--- src/rtl/core/color_blob_centroid_core_macros.svh ---
// ---------------------------------------------------------------------------
// Assertion macros for the blob centroid core.
// Both macros use the clk and arst_n of the module that expands them.
// ---------------------------------------------------------------------------
`ifndef COLOR_BLOB_CENTROID_CORE_MACROS_SVH
`define COLOR_BLOB_CENTROID_CORE_MACROS_SVH

// Same-cycle implication, disabled during reset
`define CBC_ASSERT_IMP(lbl, ante, cons, msg) \
	lbl: assert property (@(posedge clk) disable iff (!arst_n) (ante) |-> (cons)) \
		else $error(msg);

// Next-cycle implication, disabled during reset
`define CBC_ASSERT_NXT(lbl, ante, cons, msg) \
	lbl: assert property (@(posedge clk) disable iff (!arst_n) (ante) |=> (cons)) \
		else $error(msg);

`endif

--- src/rtl/core/cbc_pkg.sv ---
// ---------------------------------------------------------------------------
// cbc_pkg
// Shared types and constants of the blob centroid core.
// ---------------------------------------------------------------------------
package cbc_pkg;

	// Field widths
	localparam int COORD_W = 10;
	localparam int CHAN_W  = 8;
	localparam int RATIO_W = 4;
	localparam int MEAN_W  = 10;
	localparam int COUNT_W = 21;
	localparam int SUM_W   = COUNT_W + MEAN_W - 1;
	localparam int PROD_W  = CHAN_W + RATIO_W;
	localparam int STEP_W  = $clog2(MEAN_W);

	// Image bounds; a pixel outside them never matches
	localparam int MAX_WIDTH  = 1024;
	localparam int MAX_HEIGHT = 1024;
	localparam int BOUND_W    = 13;

	// Matches past this count are dropped for the rest of the frame
	localparam logic [COUNT_W-1:0] COUNT_CAP = COUNT_W'(1 << 20);

	// Register file
	localparam int                 CFG_ADDR_W   = 3;
	localparam int                 CFG_DATA_W   = 32;
	localparam logic               REG_RATIO    = 1'b0;
	localparam logic [RATIO_W-1:0] RATIO_RESET  = RATIO_W'(5);

	// Frame queue depth default
	localparam int QUEUE_DEPTH_DEF = 2;

	// Per-frame totals handed from front to back
	typedef struct packed {
		logic [SUM_W-1:0]   sum_x;
		logic [SUM_W-1:0]   sum_y;
		logic [COUNT_W-1:0] count;
	} frame_sums_t;

	// Queue status seen by both sides
	typedef struct packed {
		logic full;
		logic empty;
	} queue_stat_t;

	// Divider sequencer
	typedef enum logic [1:0] {
		DIV_IDLE,
		DIV_RUN,
		DIV_DONE
	} div_state_t;

endpackage

--- src/rtl/core/cbc_ifs.sv ---
// ---------------------------------------------------------------------------
// cbc_pixel_if / cbc_result_if
// Valid/ready channels for pixel words and centroid result words.
// ---------------------------------------------------------------------------
interface cbc_pixel_if;
	import cbc_pkg::*;

	logic               valid;
	logic               ready;
	logic [COORD_W-1:0] column;
	logic [COORD_W-1:0] row;
	logic [CHAN_W-1:0]  red;
	logic [CHAN_W-1:0]  green;
	logic [CHAN_W-1:0]  blue;
	logic               frame_end;

	modport source (output valid, column, row, red, green, blue, frame_end, input ready);
	modport sink   (input valid, column, row, red, green, blue, frame_end, output ready);
endinterface

interface cbc_result_if;
	import cbc_pkg::*;

	logic              valid;
	logic              ready;
	logic              found;
	logic [MEAN_W-1:0] mean_x;
	logic [MEAN_W-1:0] mean_y;

	modport source (output valid, found, mean_x, mean_y, input ready);
	modport sink   (input valid, found, mean_x, mean_y, output ready);
endinterface

--- src/rtl/core/cbc_fifo.sv ---
// ---------------------------------------------------------------------------
// cbc_fifo
// Short register queue of per-frame totals between front and back.
// ---------------------------------------------------------------------------
module cbc_fifo #(
	parameter int DEPTH = cbc_pkg::QUEUE_DEPTH_DEF
) (
	input  logic                clk,
	input  logic                arst_n,
	input  logic                push,
	input  cbc_pkg::frame_sums_t push_data,
	input  logic                pop,
	output cbc_pkg::frame_sums_t pop_data,
	output cbc_pkg::queue_stat_t stat
);
	import cbc_pkg::*;

	localparam int PTR_W = (DEPTH > 1) ? $clog2(DEPTH) : 1;
	localparam int CNT_W = $clog2(DEPTH + 1);
	localparam logic [PTR_W-1:0] LAST_PTR = PTR_W'(DEPTH - 1);
	localparam logic [CNT_W-1:0] FULL_CNT = CNT_W'(DEPTH);

	frame_sums_t        entry_q [DEPTH];
	logic [PTR_W-1:0]   wr_ptr_q;
	logic [PTR_W-1:0]   rd_ptr_q;
	logic [CNT_W-1:0]   cnt_q;

	assign stat.full  = (cnt_q == FULL_CNT);
	assign stat.empty = (cnt_q == '0);
	assign pop_data   = entry_q[rd_ptr_q];

	// Pointers and fill count
	always_ff @(posedge clk or negedge arst_n) begin
		if (!arst_n) begin
			wr_ptr_q <= '0;
			rd_ptr_q <= '0;
			cnt_q    <= '0;
		end else begin
			if (push) begin
				wr_ptr_q <= (wr_ptr_q == LAST_PTR) ? '0 : wr_ptr_q + 1'b1;
			end
			if (pop) begin
				rd_ptr_q <= (rd_ptr_q == LAST_PTR) ? '0 : rd_ptr_q + 1'b1;
			end
			if (push && !pop) begin
				cnt_q <= cnt_q + 1'b1;
			end else if (pop && !push) begin
				cnt_q <= cnt_q - 1'b1;
			end
		end
	end

	// Storage
	always_ff @(posedge clk) begin
		if (push) begin
			entry_q[wr_ptr_q] <= push_data;
		end
	end

endmodule

--- src/rtl/core/cbc_front.sv ---
// ---------------------------------------------------------------------------
// cbc_front
// Classifies each pixel by the blue dominance test and accumulates the
// coordinate sums and match count; hands the totals on at frame end.
// ---------------------------------------------------------------------------
module cbc_front (
	input  logic                       clk,
	input  logic                       arst_n,
	cbc_pixel_if.sink                  pixel,
	input  logic [cbc_pkg::RATIO_W-1:0] ratio,
	input  cbc_pkg::queue_stat_t       qstat,
	output logic                       push,
	output cbc_pkg::frame_sums_t       push_data
);
	import cbc_pkg::*;

	localparam logic [BOUND_W-1:0] WIDTH_LIM  = BOUND_W'(MAX_WIDTH);
	localparam logic [BOUND_W-1:0] HEIGHT_LIM = BOUND_W'(MAX_HEIGHT);

	logic [SUM_W-1:0]   sum_x_q;
	logic [SUM_W-1:0]   sum_y_q;
	logic [COUNT_W-1:0] count_q;
	logic [PROD_W-1:0]  prod_r;
	logic [PROD_W-1:0]  prod_g;
	logic               in_bounds;
	logic               is_match;
	logic               take;
	logic               accept;

	// Hold off whole pixel stream while queue has no room for a frame
	assign pixel.ready = !qstat.full;
	assign accept      = pixel.valid && pixel.ready;

	// Dominance test, exact integer compare
	assign prod_r    = PROD_W'(ratio) * PROD_W'(pixel.red);
	assign prod_g    = PROD_W'(ratio) * PROD_W'(pixel.green);
	assign in_bounds = (BOUND_W'(pixel.column) < WIDTH_LIM) &&
	                   (BOUND_W'(pixel.row) < HEIGHT_LIM);
	assign is_match  = in_bounds && (PROD_W'(pixel.blue) > prod_r) &&
	                   (PROD_W'(pixel.blue) > prod_g);
	assign take      = is_match && (count_q < COUNT_CAP);

	// Totals including the current pixel
	always_comb begin
		push_data.sum_x = sum_x_q + (take ? SUM_W'(pixel.column) : '0);
		push_data.sum_y = sum_y_q + (take ? SUM_W'(pixel.row) : '0);
		push_data.count = count_q + (take ? COUNT_W'(1) : '0);
	end

	assign push = accept && pixel.frame_end;

	// Accumulators, cleared after each frame
	always_ff @(posedge clk or negedge arst_n) begin
		if (!arst_n) begin
			sum_x_q <= '0;
			sum_y_q <= '0;
			count_q <= '0;
		end else if (accept) begin
			if (pixel.frame_end) begin
				sum_x_q <= '0;
				sum_y_q <= '0;
				count_q <= '0;
			end else begin
				sum_x_q <= push_data.sum_x;
				sum_y_q <= push_data.sum_y;
				count_q <= push_data.count;
			end
		end
	end

endmodule

--- src/rtl/core/cbc_divider.sv ---
// ---------------------------------------------------------------------------
// cbc_divider
// Back end: takes frame totals from the queue, divides both sums by the
// count one quotient bit per cycle and holds the result in an output stage.
// ---------------------------------------------------------------------------
`include "color_blob_centroid_core_macros.svh"

module cbc_divider (
	input  logic                 clk,
	input  logic                 arst_n,
	input  cbc_pkg::queue_stat_t qstat,
	input  cbc_pkg::frame_sums_t pop_data,
	output logic                 pop,
	cbc_result_if.source         result
);
	import cbc_pkg::*;

	localparam logic [STEP_W-1:0] TOP_STEP = STEP_W'(MEAN_W - 1);

	div_state_t         state_q;
	div_state_t         state_d;
	logic [SUM_W-1:0]   rem_x_q;
	logic [SUM_W-1:0]   rem_y_q;
	logic [SUM_W-1:0]   dvs_q;
	logic [COUNT_W-1:0] cnt_q;
	logic [MEAN_W-1:0]  qx_q;
	logic [MEAN_W-1:0]  qy_q;
	logic [STEP_W-1:0]  step_q;
	logic               ge_x;
	logic               ge_y;
	logic               load_out;
	logic               nonzero;
	logic               out_valid_q;
	logic               found_q;
	logic [MEAN_W-1:0]  mean_x_q;
	logic [MEAN_W-1:0]  mean_y_q;

	assign ge_x    = (rem_x_q >= dvs_q);
	assign ge_y    = (rem_y_q >= dvs_q);
	assign nonzero = (cnt_q != '0);

	// Sequencer: next state and strobes
	always_comb begin
		state_d  = state_q;
		pop      = 1'b0;
		load_out = 1'b0;
		case (state_q)
			DIV_IDLE: begin
				if (!qstat.empty) begin
					pop     = 1'b1;
					state_d = DIV_RUN;
				end
			end
			DIV_RUN: begin
				if (step_q == '0) begin
					state_d = DIV_DONE;
				end
			end
			DIV_DONE: begin
				if (!out_valid_q || result.ready) begin
					load_out = 1'b1;
					state_d  = DIV_IDLE;
				end
			end
			default: begin
				state_d = DIV_IDLE;
			end
		endcase
	end

	always_ff @(posedge clk or negedge arst_n) begin
		if (!arst_n) begin
			state_q <= DIV_IDLE;
		end else begin
			state_q <= state_d;
		end
	end

	// Restoring division, quotient known to fit MEAN_W bits
	always_ff @(posedge clk) begin
		if (pop) begin
			rem_x_q <= pop_data.sum_x;
			rem_y_q <= pop_data.sum_y;
			cnt_q   <= pop_data.count;
			dvs_q   <= {pop_data.count, {(MEAN_W - 1){1'b0}}};
			step_q  <= TOP_STEP;
			qx_q    <= '0;
			qy_q    <= '0;
		end else if (state_q == DIV_RUN) begin
			if (ge_x) begin
				rem_x_q <= rem_x_q - dvs_q;
			end
			if (ge_y) begin
				rem_y_q <= rem_y_q - dvs_q;
			end
			qx_q   <= {qx_q[MEAN_W-2:0], ge_x};
			qy_q   <= {qy_q[MEAN_W-2:0], ge_y};
			dvs_q  <= dvs_q >> 1;
			step_q <= step_q - 1'b1;
		end
	end

	// Output stage
	always_ff @(posedge clk or negedge arst_n) begin
		if (!arst_n) begin
			out_valid_q <= 1'b0;
		end else if (load_out) begin
			out_valid_q <= 1'b1;
		end else if (result.ready) begin
			out_valid_q <= 1'b0;
		end
	end

	always_ff @(posedge clk) begin
		if (load_out) begin
			found_q  <= nonzero;
			mean_x_q <= nonzero ? qx_q : '0;
			mean_y_q <= nonzero ? qy_q : '0;
		end
	end

	assign result.valid  = out_valid_q;
	assign result.found  = found_q;
	assign result.mean_x = mean_x_q;
	assign result.mean_y = mean_y_q;

	// Checks
	`CBC_ASSERT_IMP(a_rem_below_count, (state_q == DIV_DONE) && nonzero, (rem_x_q < SUM_W'(cnt_q)) && (rem_y_q < SUM_W'(cnt_q)), "division remainder not below count")
	`CBC_ASSERT_IMP(a_step_range, state_q == DIV_RUN, step_q <= TOP_STEP, "divider step out of range")
	`CBC_ASSERT_IMP(a_out_from_done, $rose(out_valid_q), $past(state_q == DIV_DONE), "result loaded outside done state")
	`CBC_ASSERT_NXT(a_pop_starts_run, pop, state_q == DIV_RUN, "pop did not start division")

endmodule

--- src/rtl/core/color_blob_centroid_core.sv ---
// Pixels are accepted one per cycle while the frame queue has room; a frame's
// totals pass the queue and the 10-step shared divider loop before the output
// stage registers its result word. The back end finishes one frame before it
// pops the next; a queue of QUEUE_DEPTH frame totals absorbs short frames, and
// pixel ready drops only while that queue is full. Reset (asynchronous, active
// low) clears sums, count, queue and output stage and sets the ratio to 5.
// ---------------------------------------------------------------------------
// color_blob_centroid_core
// Centroid of strongly blue pixels in a pixel stream, one result per frame.
// ---------------------------------------------------------------------------
module color_blob_centroid_core #(
	parameter int QUEUE_DEPTH = cbc_pkg::QUEUE_DEPTH_DEF
) (
	input  logic                           clk,
	input  logic                           arst_n,
	cbc_pixel_if.sink                      pixel,
	cbc_result_if.source                   result,
	input  logic                           psel,
	input  logic                           penable,
	input  logic                           pwrite,
	input  logic [cbc_pkg::CFG_ADDR_W-1:0] paddr,
	input  logic [cbc_pkg::CFG_DATA_W-1:0] pwdata,
	output logic [cbc_pkg::CFG_DATA_W-1:0] prdata,
	output logic                           pready
);
	import cbc_pkg::*;

	logic [RATIO_W-1:0] ratio_q;
	logic               cfg_we;
	logic               push;
	logic               pop;
	frame_sums_t        push_data;
	frame_sums_t        pop_data;
	queue_stat_t        qstat;

	// Register port: word index in paddr[2]
	assign pready = 1'b1;
	assign cfg_we = psel && penable && pwrite && (paddr[2] == REG_RATIO);
	assign prdata = (paddr[2] == REG_RATIO) ? CFG_DATA_W'(ratio_q) : '0;

	always_ff @(posedge clk or negedge arst_n) begin
		if (!arst_n) begin
			ratio_q <= RATIO_RESET;
		end else if (cfg_we) begin
			ratio_q <= pwdata[RATIO_W-1:0];
		end
	end

	// Front: classify and accumulate
	cbc_front u_front (
		.clk       (clk),
		.arst_n    (arst_n),
		.pixel     (pixel),
		.ratio     (ratio_q),
		.qstat     (qstat),
		.push      (push),
		.push_data (push_data)
	);

	// Queue of frame totals
	cbc_fifo #(
		.DEPTH (QUEUE_DEPTH)
	) u_fifo (
		.clk       (clk),
		.arst_n    (arst_n),
		.push      (push),
		.push_data (push_data),
		.pop       (pop),
		.pop_data  (pop_data),
		.stat      (qstat)
	);

	// Back: divide and present result
	cbc_divider u_divider (
		.clk      (clk),
		.arst_n   (arst_n),
		.qstat    (qstat),
		.pop_data (pop_data),
		.pop      (pop),
		.result   (result)
	);

endmodule
--- src/flat_wrapper.sv ---
// flat-port wrapper written by rule: the top's interface ports become plain ports
module color_blob_centroid_core_flat import cbc_pkg::*;
#(
	parameter int QUEUE_DEPTH = cbc_pkg::QUEUE_DEPTH_DEF
)
  (clk, arst_n, psel, penable, pwrite, paddr, pwdata, prdata, pready, pixel_valid, pixel_column, pixel_row, pixel_red, pixel_green, pixel_blue, pixel_frame_end, pixel_ready, result_valid, result_found, result_mean_x, result_mean_y, result_ready);
  cbc_pixel_if pixel_i ();
  cbc_result_if result_i ();
  input  logic clk;
  input  logic arst_n;
  input  logic psel;
  input  logic penable;
  input  logic pwrite;
  input  logic [cbc_pkg::CFG_ADDR_W-1:0] paddr;
  input  logic [cbc_pkg::CFG_DATA_W-1:0] pwdata;
  output logic [cbc_pkg::CFG_DATA_W-1:0] prdata;
  output logic pready;
  input wire logic [$bits(pixel_i.valid)-1:0] pixel_valid;
  input wire logic [$bits(pixel_i.column)-1:0] pixel_column;
  input wire logic [$bits(pixel_i.row)-1:0] pixel_row;
  input wire logic [$bits(pixel_i.red)-1:0] pixel_red;
  input wire logic [$bits(pixel_i.green)-1:0] pixel_green;
  input wire logic [$bits(pixel_i.blue)-1:0] pixel_blue;
  input wire logic [$bits(pixel_i.frame_end)-1:0] pixel_frame_end;
  output wire logic [$bits(pixel_i.ready)-1:0] pixel_ready;
  output wire logic [$bits(result_i.valid)-1:0] result_valid;
  output wire logic [$bits(result_i.found)-1:0] result_found;
  output wire logic [$bits(result_i.mean_x)-1:0] result_mean_x;
  output wire logic [$bits(result_i.mean_y)-1:0] result_mean_y;
  input wire logic [$bits(result_i.ready)-1:0] result_ready;
  assign pixel_i.valid = pixel_valid;
  assign pixel_i.column = pixel_column;
  assign pixel_i.row = pixel_row;
  assign pixel_i.red = pixel_red;
  assign pixel_i.green = pixel_green;
  assign pixel_i.blue = pixel_blue;
  assign pixel_i.frame_end = pixel_frame_end;
  assign pixel_ready = pixel_i.ready;
  assign result_valid = result_i.valid;
  assign result_found = result_i.found;
  assign result_mean_x = result_i.mean_x;
  assign result_mean_y = result_i.mean_y;
  assign result_i.ready = result_ready;
  color_blob_centroid_core #(.QUEUE_DEPTH(QUEUE_DEPTH)) u_core (.clk(clk), .arst_n(arst_n), .pixel(pixel_i), .result(result_i), .psel(psel), .penable(penable), .pwrite(pwrite), .paddr(paddr), .pwdata(pwdata), .prdata(prdata), .pready(pready));
endmodule
--- config.mk ---
export PLATFORM = sky130hd
export DESIGN_NAME = color_blob_centroid_core_flat
export DESIGN_NICKNAME = d
export VERILOG_FILES = /design/src/rtl/core/cbc_pkg.sv /design/src/rtl/core/cbc_ifs.sv /design/src/rtl/core/cbc_fifo.sv /design/src/rtl/core/cbc_front.sv /design/src/rtl/core/cbc_divider.sv /design/src/rtl/core/color_blob_centroid_core.sv /design/src/flat_wrapper.sv
export VERILOG_INCLUDE_DIRS = /design/src /design/src/rtl/core
export SDC_FILE = /design/constraint.sdc
export NUM_CORES = 1
export LEC_CHECK = 0
export ABC_CLOCK_PERIOD_IN_PS = 9400
export BUFFER_PORTS_ARGS = -buffer_cell sky130_fd_sc_hd__buf_2
export CAP_MARGIN = 20
export CORE_MARGIN = 1
export CORE_UTILIZATION = 50
export CTS_CLUSTER_SIZE = 20
export DETAILED_ROUTE_END_ITERATION = 8
export HOLD_SLACK_MARGIN = 0.03
export PLACE_DENSITY = 0.68
export SYNTH_ARGS = -nofsm -noshare
export SYNTH_HDL_FRONTEND = slang
export SYNTH_SLANG_ARGS = --single-unit
--- constraint.sdc ---
create_clock -name clk -period 9.4 [get_ports clk]
set_input_delay 1.41 -clock clk [delete_from_list [all_inputs] [get_ports clk]]
set_output_delay 1.41 -clock clk [all_outputs]
set_load 0.1 [all_outputs]
==> qor.txt <==
Tmin final: 8.27 ns
Crit-path max FO: 22
Seq cells post-synth: 410
Hpwl dp: 36000 um
Max cap viols: 0
Seq/Total Area, Yosys: 0.496
F_max: 0.121 GHz
Netlist Area Pre-Place: 23200 um2
Synth area leader: edfxtp_1
Max_slew headroom: 0.331
Cells after Synth: 2154
RSZ-0062 raised after global routing: false
Max Root-Sink Buffers: 3
H-tree depth: 2
I/O pin count: 143
Fill cells: 3770
Top-area cell type share of the netlist area: 0.368
Worst Setup End Kind: flip-flop
Pre-antenna DRT Iters: 5
Final GP Congestion: 0.896
Clock tree root driver cell: clkbuf_16
Critical Path AT: 8.57 ns
Layout cells sized above 1: 0.109
Post-synth EDFFs: 285
Run status: completed
Clk Latency, worst-skew pair: 0.59 ns
Worst Tran Pin Value: 0.998 ns
# setup viols final: 0
Post-synth top flop: edfxtp_1
Crit path largest cell delay: 0.62 ns
Fin Hold WS: 0.468 ns
Avg Inst Size Synth: 10.8 um2
WL/cell: 18.0 um
Critical path's slowest cell: a41o_1
ANT cells: 0
DRT Wirelength: 51200 um
Initial Utilization: 0.510
CTS tree: built
IO buf count: 83
Drt first-iter violations: 1399
Core outline area: 45600 um2
Largest net degree at the start of global routing: 82
Remaining antenna violation count: 0
Hold Crit Class: reg2reg
Yosys warning count: 0
Resize count post-CTS: 0
Delay-heaviest family, CP: adder cells
Final TNS setup: 0 ns
Setup crit start kind: input port
Pleak: 10.5 nW
Peak VDD IR: 165 uV
Fin crit share: 0.880
Clock sinks: 410
Reg-to-Reg Start: u_core.ratio_q[3]
Grt total ovfl: 0
Crit path required time: 9.71 ns
Vias: 16316
Chip width: 218 um
Total CTS buffers: 43
Setup Fix Bufs, Post-CTS: 0
Initial antenna violation count: 1
Worst Setup SP: pixel_red[3]
Hold Vio Cnt, Final: 0
Die area: 47300 um2
Clock Skew: 0.0222 ns
Via-to-Cell Ratio: 5.73
First-pass GRT wire length: 82400 um
Power Density: 346 nW/um2
# hold bufs at CTS: 0
Hold_sp: u_core.u_divider.qy_q[9]
Post-synth cell types: 79
Buf/Inv on CP: 5
CTS clk-pin slew, worst paths: 0.06 ns
P&R area growth vs syn: 9.78%
Post-layout nets: 2457
Die H: 218 um
FFs w/ async S/R, synth: 0.224
Max-slew violations: 0
Vias in the first global route: 15856
Num rows: 78
Top cells by area, synth: edfxtp_1 37%, dfrtp_1 9.7%, ha_1 7.1%
Overall Global Routing Usage: 0.219
Type of the worst setup path: in2reg
DRC: 0
per-stage QoR:
stage	area [um2]	worst slack, ns	power [W]	util	std cells
global placement	24100	0.751	0.00704	0.529	2763
detailed placement	24100	0.595	0.00716	0.529	2763
CTS	25400	1.18	0.00882	0.558	2843
global route	25500	0.702	0.00947	0.559	2845
finish	25500	1.13	0.00883	0.559	2845
floorplan	23300	1.50	0.00615	-	2181
Yosys cell counts (all sizes together), types with 16 or more instances:
cell type    n
a22o        35
mux2i       39
nand2b      19
a21oi      123
edfxtp     285
and3        24
clkbuf      76
nand4       21
xnor2       83
dfrtp       90
nand3       45
dfxtp       33
mux2        39
o31ai       35
o21ai      160
xor2        53
buf         47
o21a        16
a211oi      25
nor2        87
ha         132
fa          28
nor2b       58
nor3        26
a31oi       25
a21o        43
inv        116
and2        80
nand2      180
area by class of cell:
cell class | count | area [um2] | area share
Tap cell | 600 | 751 | 0.0294
Clock inverter | 21 | 154 | 0.00604
Sequential cell | 410 | 11500 | 0.452
Multi-Input combinational cell | 1531 | 10800 | 0.424
Inverter | 117 | 440 | 0.0173
Clock buffer | 59 | 1190 | 0.0466
Timing Repair Buffer | 107 | 638 | 0.0250
metal layers:
layer  GRT usage  up-vias  wire, um  share of wire
li1            -     7891         -              -
met1       0.301     7858     23400           0.46
met2       0.357      478     23600           0.46
met3      0.0254       87      2760          0.054
met4      0.0815        2      1450          0.028
met5           0        -        13        0.00025
sequential cells by signal (all words and copies together) (netlist names):
| name | flops |
|---|---|
| u_core.ratio_q | 4 |
| u_core.u_divider.cnt_q | 21 |
| u_core.u_divider.dvs_q | 30 |
| u_core.u_divider.qx_q | 10 |
| u_core.u_divider.qy_q | 10 |
| u_core.u_divider.rem_x_q | 30 |
| u_core.u_divider.rem_y_q | 30 |
| u_core.u_divider.result.found | 1 |
| u_core.u_divider.result.mean_x | 10 |
| u_core.u_divider.result.mean_y | 10 |
| u_core.u_divider.result.valid | 1 |
| u_core.u_divider.state_q | 2 |
| u_core.u_divider.step_q | 4 |
| u_core.u_fifo.cnt_q | 2 |
| u_core.u_fifo.entry_q | 162 |
| u_core.u_fifo.rd_ptr_q | 1 |
| u_core.u_fifo.wr_ptr_q | 1 |
| u_core.u_front.count_q | 21 |
| u_core.u_front.sum_x_q | 30 |
| u_core.u_front.sum_y_q | 30 |
layout by cell type, fill, tap and decap left out, drive strengths merged, types with 26 or more instances in the layout:
| cell | netlist | layout |
|---|---|---|
| inv | 116 | 116 |
| nor2 | 87 | 87 |
| a21o | 43 | 43 |
| and2 | 80 | 80 |
| buf | 47 | 107 |
| mux2 | 39 | 39 |
| mux2i | 39 | 39 |
| xor2 | 53 | 53 |
| o31ai | 35 | 35 |
| nor3 | 26 | 26 |
| nor2b | 58 | 58 |
| o21ai | 160 | 160 |
| a22o | 35 | 35 |
| nand3 | 45 | 45 |
| dfxtp | 33 | 33 |
| ha | 132 | 132 |
| clkbuf | 76 | 59 |
| conb | 2 | 29 |
| edfxtp | 285 | 285 |
| a21oi | 123 | 123 |
| fa | 28 | 28 |
| xnor2 | 83 | 83 |
| dfrtp | 90 | 90 |
| nand2 | 180 | 180 |
path summary, 6_finish.rpt:
path / depth (start not counted) / slack [ns] / to
worst max-delay path: 32 / 1.13 / u_core.u_fifo.entry_q[1][43]
worst min-delay path: 1 / 0.47 / u_core.u_divider.qy_q[9]
worst max register to register: 31 / 1.39 / u_core.u_fifo.entry_q[1][43]
worst min register to register: 1 / 0.47 / u_core.u_divider.qy_q[9]
max in group asynchronous: 2 / 7.30 / u_core.u_fifo.rd_ptr_q
min in group asynchronous: 1 / 0.83 / u_core.u_front.sum_x_q[1]
power by group:
part           internal, W  total, W  leakage, nW  switching (W)
Clock             0.000897   0.00162        0.656       0.000722
Combinational      0.00168   0.00437         5.59        0.00269
Sequential         0.00263   0.00285         4.24       0.000211
kinds of logic after synthesis:
group,synth area share
adder cells (fa/ha/maj),0.0952
XOR/XNOR,0.0513
other,0.000323
flip-flops,0.496
multiplexers,0.0357
buffers and inverters,0.0445
AO/OA/AOI/OAI,0.151
AND/OR/NAND/NOR,0.126
Note: power is estimated with default switching activity, not from simulation.
